File: src/hw/rtl/router_output_queue_switch_stage_macros.svh
// Assertion macros shared by the router output queue RTL.
`ifndef ROUTER_OUTPUT_QUEUE_SWITCH_STAGE_MACROS_SVH
`define ROUTER_OUTPUT_QUEUE_SWITCH_STAGE_MACROS_SVH

// The consequent must hold in the same cycle as the antecedent.
`define ROSW_ASSERT_SAME(label, clk, rst, ante, cons) \
   label: assert property (@(posedge clk) disable iff (rst) (ante) |-> (cons)) \
      else $error("assertion failed in router output queue");

// The consequent must hold in the cycle after the antecedent.
`define ROSW_ASSERT_NEXT(label, clk, rst, ante, cons) \
   label: assert property (@(posedge clk) disable iff (rst) (ante) |=> (cons)) \
      else $error("assertion failed in router output queue");

`endif

File: src/hw/rtl/rosw_pkg.sv
// Types and constants of the router output queue with switch allocation stage.
`default_nettype none

package rosw_pkg;

   localparam int FLIT_BITS  = 64;
   localparam int LIMIT_BITS = 5;
   localparam int OCC_BITS   = 5;

   localparam logic [LIMIT_BITS-1:0] LIMIT_RESET = 5'd16;

   typedef enum logic [1:0] {
      FUNC_ARRIVE   = 2'd0,
      FUNC_RESPONSE = 2'd1,
      FUNC_TICK     = 2'd2
   } func_type;

   typedef enum logic [1:0] {
      STAGE_EMPTY      = 2'd0,
      STAGE_TO_REQUEST = 2'd1,
      STAGE_WAIT_RESP  = 2'd2,
      STAGE_READY      = 2'd3
   } stage_type;

   typedef enum logic {
      CTL_IDLE = 1'b0,
      CTL_EXEC = 1'b1
   } ctl_type;

   typedef struct packed {
      logic [1:0]           func;
      logic [FLIT_BITS-1:0] flit_data;
      logic                 granted;
   } req_type;

   typedef struct packed {
      logic                 send_valid;
      logic [FLIT_BITS-1:0] send_flit;
      logic                 request_valid;
      logic [FLIT_BITS-1:0] request_flit;
      logic                 credit_return;
      logic                 overflow;
      logic                 bad_response;
      logic [OCC_BITS-1:0]  occupancy;
      logic [1:0]           stage_status;
   } rsp_type;

endpackage

`default_nettype wire

File: src/hw/rtl/router_output_queue_switch_stage.sv
// Router output queue: flit FIFO in a synchronous memory and a one-entry switch stage.
// Flow: an accepted request is registered in req_ff, the sequencer executes it, and the
// result and its strobe are registered in rsp_item_ff and rsp_strobe_ff.
// A new item is not taken while one executes: busy is high in the execute state.
// The receiver cannot stall, so results never wait and busy depends only on the sequencer.
// Reset clears pointers, fill count, stage state and sets the limit to 16.
// The queue memory is not cleared; read data is used only from entries that have been written.
`default_nettype none

`include "router_output_queue_switch_stage_macros.svh"

module router_output_queue_switch_stage #(
   parameter int QUEUE_DEPTH = 16,
   parameter int FLIT_WIDTH  = 64
) (
   input  wire logic                                  clock,
   input  wire logic                                  reset,
   input  wire logic                                  csr_we,
   input  wire logic [rosw_pkg::LIMIT_BITS-1:0]       csr_wdata,
   input  wire logic                                  start,
   output logic                                       busy,
   input  wire rosw_pkg::req_type                     req_item,
   output logic                                       rsp_strobe,
   output rosw_pkg::rsp_type                          rsp_item
);

   localparam int IW = (QUEUE_DEPTH > 1) ? $clog2(QUEUE_DEPTH) : 1;
   localparam int CW = $clog2(QUEUE_DEPTH + 1);
   localparam int LW = (CW > rosw_pkg::LIMIT_BITS) ? CW : rosw_pkg::LIMIT_BITS;
   localparam logic [IW-1:0] LAST_INDEX = IW'(QUEUE_DEPTH - 1);
   localparam logic [CW-1:0] FULL_COUNT = CW'(QUEUE_DEPTH);

   rosw_pkg::ctl_type               ctl_ff, ctl_in;
   rosw_pkg::stage_type             stage_ff, stage_in;
   logic [IW-1:0]                   head_ff, head_in;
   logic [IW-1:0]                   tail_ff, tail_in;
   logic [CW-1:0]                   fill_ff, fill_in;
   logic [FLIT_WIDTH-1:0]           stage_flit_ff, stage_flit_in;
   logic [rosw_pkg::LIMIT_BITS-1:0] limit_ff;
   rosw_pkg::req_type               req_ff;
   logic [FLIT_WIDTH-1:0]           rd_data_ff;
   logic                            rsp_strobe_ff;
   rosw_pkg::rsp_type               rsp_item_ff, rsp_item_in;
   logic                            accept;
   logic                            exec;
   logic                            wr_en;
   logic                            at_limit;

   logic [FLIT_WIDTH-1:0] queue_mem [QUEUE_DEPTH];

   assign busy   = (ctl_ff == rosw_pkg::CTL_EXEC);
   assign accept = start && !busy;
   assign exec   = (ctl_ff == rosw_pkg::CTL_EXEC);

   always_comb begin
      ctl_in = ctl_ff;
      case (ctl_ff)
         rosw_pkg::CTL_IDLE: begin
            if (accept) begin
               ctl_in = rosw_pkg::CTL_EXEC;
            end
         end
         rosw_pkg::CTL_EXEC: begin
            ctl_in = rosw_pkg::CTL_IDLE;
         end
         default: begin
            ctl_in = rosw_pkg::CTL_IDLE;
         end
      endcase
   end

   always_ff @(posedge clock) begin
      if (reset) begin
         ctl_ff <= rosw_pkg::CTL_IDLE;
      end else begin
         ctl_ff <= ctl_in;
      end
   end

   assign at_limit = (LW'(fill_ff) >= LW'(limit_ff)) || (fill_ff == FULL_COUNT);

   always_comb begin
      stage_in      = stage_ff;
      stage_flit_in = stage_flit_ff;
      head_in       = head_ff;
      tail_in       = tail_ff;
      fill_in       = fill_ff;
      wr_en         = 1'b0;
      rsp_item_in   = '0;
      if (exec) begin
         case (rosw_pkg::func_type'(req_ff.func))
            rosw_pkg::FUNC_ARRIVE: begin
               if (at_limit) begin
                  rsp_item_in.overflow = 1'b1;
               end else begin
                  wr_en   = 1'b1;
                  tail_in = (tail_ff == LAST_INDEX) ? '0 : tail_ff + IW'(1);
                  fill_in = fill_ff + CW'(1);
               end
            end
            rosw_pkg::FUNC_RESPONSE: begin
               if (stage_ff != rosw_pkg::STAGE_WAIT_RESP) begin
                  rsp_item_in.bad_response = 1'b1;
               end else if (req_ff.granted) begin
                  stage_in = rosw_pkg::STAGE_READY;
               end else begin
                  stage_in = rosw_pkg::STAGE_TO_REQUEST;
               end
            end
            rosw_pkg::FUNC_TICK: begin
               if (stage_in == rosw_pkg::STAGE_READY) begin
                  rsp_item_in.send_valid = 1'b1;
                  rsp_item_in.send_flit  = rosw_pkg::FLIT_BITS'(stage_flit_ff);
                  stage_in               = rosw_pkg::STAGE_EMPTY;
               end
               if ((stage_in == rosw_pkg::STAGE_EMPTY) && (fill_ff != '0)) begin
                  stage_flit_in             = rd_data_ff;
                  head_in                   = (head_ff == LAST_INDEX) ? '0 : head_ff + IW'(1);
                  fill_in                   = fill_ff - CW'(1);
                  rsp_item_in.credit_return = 1'b1;
                  stage_in                  = rosw_pkg::STAGE_TO_REQUEST;
               end
               if (stage_in == rosw_pkg::STAGE_TO_REQUEST) begin
                  rsp_item_in.request_valid = 1'b1;
                  rsp_item_in.request_flit  = rosw_pkg::FLIT_BITS'(stage_flit_in);
                  stage_in                  = rosw_pkg::STAGE_WAIT_RESP;
               end
            end
            default: begin
            end
         endcase
         rsp_item_in.occupancy    = rosw_pkg::OCC_BITS'(fill_in);
         rsp_item_in.stage_status = stage_in;
      end
   end

   always_ff @(posedge clock) begin
      if (reset) begin
         stage_ff      <= rosw_pkg::STAGE_EMPTY;
         head_ff       <= '0;
         tail_ff       <= '0;
         fill_ff       <= '0;
         limit_ff      <= rosw_pkg::LIMIT_RESET;
         rsp_strobe_ff <= 1'b0;
      end else begin
         stage_ff      <= stage_in;
         head_ff       <= head_in;
         tail_ff       <= tail_in;
         fill_ff       <= fill_in;
         rsp_strobe_ff <= exec;
         if (csr_we) begin
            limit_ff <= csr_wdata;
         end
      end
   end

   always_ff @(posedge clock) begin
      stage_flit_ff <= stage_flit_in;
      rsp_item_ff   <= rsp_item_in;
      if (accept) begin
         req_ff <= req_item;
      end
   end

   always_ff @(posedge clock) begin
      if (wr_en) begin
         queue_mem[tail_ff] <= req_ff.flit_data[FLIT_WIDTH-1:0];
      end
   end

   always_ff @(posedge clock) begin
      if (accept) begin
         rd_data_ff <= queue_mem[head_ff];
      end
   end

   assign rsp_strobe = rsp_strobe_ff;
   assign rsp_item   = rsp_item_ff;

   `ROSW_ASSERT_NEXT(a_exec_gives_result, clock, reset, exec, rsp_strobe_ff)
   `ROSW_ASSERT_SAME(a_no_write_when_full, clock, reset, wr_en, fill_ff != FULL_COUNT)
   `ROSW_ASSERT_SAME(a_credit_pops_one, clock, reset,
      rsp_strobe_ff && rsp_item_ff.credit_return, fill_ff == $past(fill_ff) - CW'(1))
   `ROSW_ASSERT_SAME(a_send_from_ready, clock, reset,
      rsp_strobe_ff && rsp_item_ff.send_valid, $past(stage_ff) == rosw_pkg::STAGE_READY)

endmodule

`default_nettype wire

File: config.mk
export PLATFORM = sky130hd
export DESIGN_NAME = router_output_queue_switch_stage
export DESIGN_NICKNAME = d
export VERILOG_FILES = /design/src/hw/rtl/rosw_pkg.sv /design/src/hw/rtl/router_output_queue_switch_stage.sv
export VERILOG_INCLUDE_DIRS = /design/src /design/src/hw/rtl
export SDC_FILE = /design/constraint.sdc
export NUM_CORES = 1
export LEC_CHECK = 0
export ABC_CLOCK_PERIOD_IN_PS = 7100
export BUFFER_PORTS_ARGS = -buffer_cell sky130_fd_sc_hd__buf_2
export CAP_MARGIN = 20
export CORE_MARGIN = 3
export CORE_UTILIZATION = 55
export CTS_CLUSTER_SIZE = 20
export DETAILED_ROUTE_END_ITERATION = 8
export HOLD_SLACK_MARGIN = 0.03
export PLACE_DENSITY = 0.75
export SYNTH_ARGS = -nofsm -noshare
export SYNTH_HDL_FRONTEND = slang
export SYNTH_SLANG_ARGS = --single-unit
File: constraint.sdc
create_clock -name clock -period 7.1 [get_ports clock]
set_input_delay 0.71 -clock clock [delete_from_list [all_inputs] [get_ports clock]]
set_output_delay 0.71 -clock clock [all_outputs]
set_load 0.1 [all_outputs]
Word level (Yosys, flattened, before mapping)
Memories as Yosys holds them, arrays and structs flattened. A register that Yosys moved wholly into a read port is not among the register bits.
Cells that the tools add are included.
Widths: inputs -> output; s select.
- flip-flop bits (word level): 293
- bits in latches: 0
- RAM bits: 1024
- ROM bits: 0
- bits of input ports: 76
- output and inout bits: 142
- logic and storage cells: 78
- memories kept: 1
- $add $sub $neg: 4
- multiply operators: 0
- divide/modulo/power cells: 0
- magnitude comparators: 1
- equal/unequal tests: 8
- shift-type cells: 0
- muxes and demuxes: 28
- bitwise gates (word level): 2
- reductions and logical operators: 14
- memory list (memory ; words ; width ; rd ports ; clocked after memory_dff ; wr ports ; line ; RTL):
    queue_mem ; 16 ; 64 ; 1 ; 1 ; 1 ; router_output_queue_switch_stage.sv:49 ; logic [FLIT_WIDTH-1:0] queue_mem [QUEUE_DEPTH];
- operators by type and width (kind ; count):
    $mux 65 ; 2
    $mux 64 ; 1
    $mux 2 ; 9
    $reduce_and 3->1 ; 4
    $mux 5 ; 2
    $pmux 5 s2 ; 1
    $mux 1 ; 9
    $add 4x1->4 const B ; 2
    $eq 4x4->1 const B ; 2
    $mux 4 ; 2
    $reduce_and 2->1 ; 3
    $add 5x1->5 const B ; 1
    $eq 5x5->1 const B ; 1
    $ge 5x5->1 ; 1
    $reduce_bool 5->1 ; 1
    $sub 5x1->5 const B ; 1
    $eq 2x1->1 const B ; 2
    $eq 2x2->1 const B ; 2
    $logic_not 2->1 ; 2
    $pmux 2 s2 ; 1
    $logic_and 1x1->1 ; 2
    $ne 2x2->1 const B ; 1
    $not 1->1 ; 2
    $pmux 1 s2 ; 1
    2 further kinds ; 2

Logic depth before layout (Yosys ltp)
- depth in word-level cells: 12
- mapped depth: 8
- mapped depth without buffers: 7

Worst setup path before layout
OpenSTA, ideal clock, no wires.
- path type: flip-flop to flip-flop
- start point: register ctl_ff (netlist: busy)
- end point: register rd_data_ff[0], read port of queue_mem, enable pin
- library setup time: 0.636 ns
- data arrival time: 6.740 ns
- data required time: 6.464 ns
- slack: -0.276 ns
- stages on the path, launching flop included: 3
- buffers on the path: 1
- path through: dfxtp_1 > clkbuf_1 > nor2b_1
- cells in the longest elaborated chain, start to end: 2
- RTL lines (element ; line ; RTL):
    start: declaration ; router_output_queue_switch_stage.sv:33 ; rosw_pkg::ctl_type ctl_ff, ctl_in;
    start signal: assignment ; router_output_queue_switch_stage.sv:74 ; ctl_ff <= rosw_pkg::CTL_IDLE;
    start signal: assignment ; router_output_queue_switch_stage.sv:76 ; ctl_ff <= ctl_in;
    $logic_not 1->1 ; router_output_queue_switch_stage.sv:52 ; assign accept = start && !busy;
    $logic_and 1x1->1 ; router_output_queue_switch_stage.sv:52 ;
    named net accept ; router_output_queue_switch_stage.sv:44 ; logic accept;
    end: declaration ; router_output_queue_switch_stage.sv:41 ; logic [FLIT_WIDTH-1:0] rd_data_ff;
The timed path passes the listed nets, and every way through them passes these cells.
A chain may end at the register's enable or synchronous reset.

Worst setup path in the final report
- start point: register fill_ff[2]
- end point: memory queue_mem[4][61], enable pin
- cells in the longest elaborated chain, start to end: 7
- RTL lines (element ; line ; RTL):
    start: declaration ; router_output_queue_switch_stage.sv:37 ; logic [CW-1:0] fill_ff, fill_in;
    start signal: assignment ; router_output_queue_switch_stage.sv:149 ; fill_ff <= fill_in;
    $ge 5x5->1 / $eq 5x5->1 (equally long branches) ; router_output_queue_switch_stage.sv:80 ; assign at_limit = (LW'(fill_ff) >= LW'(limit_ff)) || (fill_ff == FULL_COUNT);
    $logic_or 1x1->1 (*) ; router_output_queue_switch_stage.sv:80 ;
    $mux 1 (*) ; router_output_queue_switch_stage.sv:93 ; if (at_limit) begin
    $mux 1 (*) ; router_output_queue_switch_stage.sv:91 ; case (rosw_pkg::func_type'(req_ff.func))
    $mux 1 (*) ; router_output_queue_switch_stage.sv:90 ; if (exec) begin
    $mux 1 (*) ; router_output_queue_switch_stage.sv:166 ; if (wr_en) begin
    $mux 1 (not written as such) (*) ; router_output_queue_switch_stage.sv:167 ; queue_mem[tail_ff] <= req_ff.flit_data[FLIT_WIDTH-1:0];
    end: declaration ; router_output_queue_switch_stage.sv:49 ;
Every way passes the cells marked *; elsewhere a longest branch is shown, timed or not.

==> results.py <==
metrics = {
    "place": {
        "placed_area_um2": 53000,
        "routabilityCongestion": 0.809,
        "dp_slack_ps": 2980,
        "portBuffers": 217,
        "dp_hpwl_mm": 54.0,
    },
    "logic_synthesis": {
        "async_flop_share": 0,
        "ys_seq_elements": 1381,
        "syn_inst": 2187,
        "synthTopCellsByArea": "edfxtp_1 (72%), mux4_2 (14%), dfxtp_1 (6.4%)",
        "synth_edf_count": 1219,
        "syn_nets": 2282,
        "synthFlopType": "edfxtp_1",
        "synth_top_cell_by_area": "edfxtp_1",
        "yosysSeqAreaShare": 0.789,
        "synth.avg_cell_area_um2": 23.1,
        "yosys_warnings": 0,
        "yosysUniqueCellTypes": 50,
        "netlist.area_leader.share": 0.725,
        "synth_area_um2": 50500,
    },
    "cts": {
        "clock-root-buffer": "clkbuf_16",
        "cts_tree": "yes",
        "clockBufferDepth": 3,
        "htreeDepth": 4,
        "clock_latency_ps": 740,
        "post_cts_resized": 0,
        "numCtsBuffers": 138,
        "clkSinkCount": 1381,
        "post_cts_buffers": 0,
        "hold_buffers": 0,
        "clk_pin_slew_ps": 60,
    },
    "power_and_ir_drop": {
        "intPower_mw": 13.2,
        "peakVddDrop_mv": 0.186,
        "combPwrFrac": 0.020,
        "switching_share": 0.199,
        "seq_power_share": 0.549,
        "leakagePower_nw": 18.7,
        "p_clk_frac": 0.431,
        "power_mw": 16.4,
        "power.switching_mw": 3.26,
        "powerDensity_nw_per_um2": 285,
    },
    "finish": {
        "antennaDiodeCount": 0,
        "fin_area_um2": 57600,
        "layout.area.seq_um2": 39900,
        "multi_input_area_um2": 10200,
        "final_nets": 2572,
        "fill_cells": 5774,
        "syn2layout_area_growth_pct": 14.1,
        "layout-drive-gt1-share": 0.337,
    },
    "sta": {
        "max_freq_mhz": 274,
        "grt_setup_unrepaired": "false",
        "finalClockSkew_ps": 28.6,
        "period_share": 0.515,
        "setup_violations": 0,
        "relSlewSlack": 0.229,
        "fin_crit_ps": 3650,
        "worst_pin_slew_ps": 1160,
        "slew_viol_final": 0,
        "setup_tns_ps": 0,
        "hold-worst-slack_ps": 154,
        "hold_viol": 0,
        "fin_ws_ps": 3450,
    },
    "floorplan": {
        "dieArea_um2": 95500,
        "initial_utilization": 0.558,
        "core_area_um2": 90600,
        "die_y_um": 309,
        "row_count": 110,
        "pin_count": 218,
        "die_width_um": 309,
    },
    "critical_path": {
        "slowest_delay_ps": 600,
        "critPathKind": "reg2reg",
        "crit_slowest_cell": "buf_4",
        "critPathArrivalTime_ps": 4010,
        "crit_required_ps": 7450,
        "crit_fanout": 36,
        "crit_chain": "ha_1 -> a21oi_1 -> o21ai_0 -> a211oi_2 -> buf_6 -> and3_4 -> buf_4",
        "crit_path_start_kind": "flip-flop",
        "endpoint_kind": "flip-flop",
    },
    "route": {
        "viasPerCell": 6.04,
        "wirelength_mm": 102,
        "first_pass_iters": 5,
        "vias": 22742,
        "drt_iter0_drc": 2583,
        "drc": 0,
        "post_drt_wl_per_cell_um": 27.1,
        "drtAntennaViolNets": 0,
    },
    "grt": {
        "antenna_found_initial": 2,
        "grt_max_degree": 128,
        "gr-total-overflow": 0,
        "grt_pass1_wl_mm": 155,
        "grt_pass1_vias": 24131,
        "track_usage": 0.219,
    },
    "run": {
        "maxCapViolCount": 0,
    },
    "outcome": {
        "outcome": "complete, no violations",
    },
    "hold_path": {
        "min_path_type": "in2reg",
    },
}
[final cells by class]
cell class	count	area share
flip-flops and latches	1381	0.692
multi-input cells	682	0.177
clock buffers	175	0.0664
repair buffers	255	0.0267
well taps	1176	0.0255
clock inverters	78	0.0111
inverters	19	0.00126
[state kept, by name (all words and copies together), names as in the netlist]
signal         cells
busy               1
fill_ff            5
head_ff            4
limit_ff           5
queue_mem       1024
rd_data_ff        64
req_ff            67
rsp_item         140
rsp_strobe         1
stage_ff           2
stage_flit_ff     64
tail_ff            4
[cell usage in the layout (no fill, tap or decap), drive strengths merged, types with 3 or more instances in the layout]
master / count
ha: 19
edfxtp: 1219
clkinv: 57
inv: 25
nor3b: 3
nor3: 5
clkinvlp: 7
clkbuf: 175
nand2: 18
mux2: 64
mux4: 320
o21ai: 6
and3: 14
a31oi: 4
buf: 255
nor2b: 73
o211ai: 5
nand3: 8
a21oi: 9
mux2i: 8
and2: 68
bufinv: 8
nor2: 20
a211oi: 5
a311oi: 3
o21a: 4
dfxtp: 162
[power groups by stage]
stage          Clock, mW  Sequential (mW)  Combinational [mW]
2_1_floorplan          0             9.18               0.208
3_3_place_gp           0             9.18               0.311
3_5_place_dp           0             9.19               0.320
4_1_cts             7.22             9.02               0.323
5_1_grt             7.54             9.03               0.342
6_report            7.09             9.02               0.321
[cells in the mapped netlist, types with 6 or more instances]
cell type,count
buf_2,28
ha_1,19
nand3_1,8
buf_1,9
buf_6,6
mux2_4,50
inv_1,19
and2_1,68
nor2_1,20
mux2_2,14
clkbuf_1,62
dfxtp_1,162
mux2i_1,8
and3_1,14
nand2_1,18
a21oi_1,9
nor2b_1,72
mux4_2,320
edfxtp_1,1219
[final timing paths]
kind	start	to	slack, ps	cells after the start
max reg2reg	fill_ff[2]	queue_mem[4][61]	3450	7
max	fill_ff[2]	queue_mem[4][61]	3450	7
min reg2reg	stage_flit_ff[59]	rsp_item[134]	470	1
min	req_item[39]	req_ff[39]	150	1
[layer usage]
| metal | vias to the layer above | global-route usage | routed length (um) |
|---|---|---|---|
| li1 | 9599 | - | - |
| met1 | 12026 | 0.298 | 40200 |
| met2 | 945 | 0.372 | 53000 |
| met3 | 172 | 0.0344 | 6360 |
| met4 | 0 | 0.0663 | 2400 |
| met5 | - | 0 | 0 |
[logic make-up after synthesis]
| kind of cell | synth area share |
|---|---|
| compound gates | 0.00756 |
| buf+inv | 0.0108 |
| fa+ha+maj | 0.00471 |
| mux | 0.162 |
| xor+xnor | 0.000520 |
| simple gates | 0.0251 |
| flops | 0.789 |
[critical path: cells and delay by family, from the launching register on]
kind	cells	cell delay (ps)
AOI/OAI and AO/OA	3	900
adders and majority gates	1	330
buffers and inverters	2	830
DFF	1	590
and+or+nand+nor	1	570
[metrics by stage]
| step | std cells | util |
|---|---|---|
| finish | 3766 | 0.636 |
| global placement | 3505 | 0.585 |
| floorplan | 2187 | - |
| CTS | 3760 | 0.635 |
| detailed placement | 3507 | 0.585 |
| global route | 3766 | 0.636 |
No activity file was read; power rests on OpenSTA's default activity.
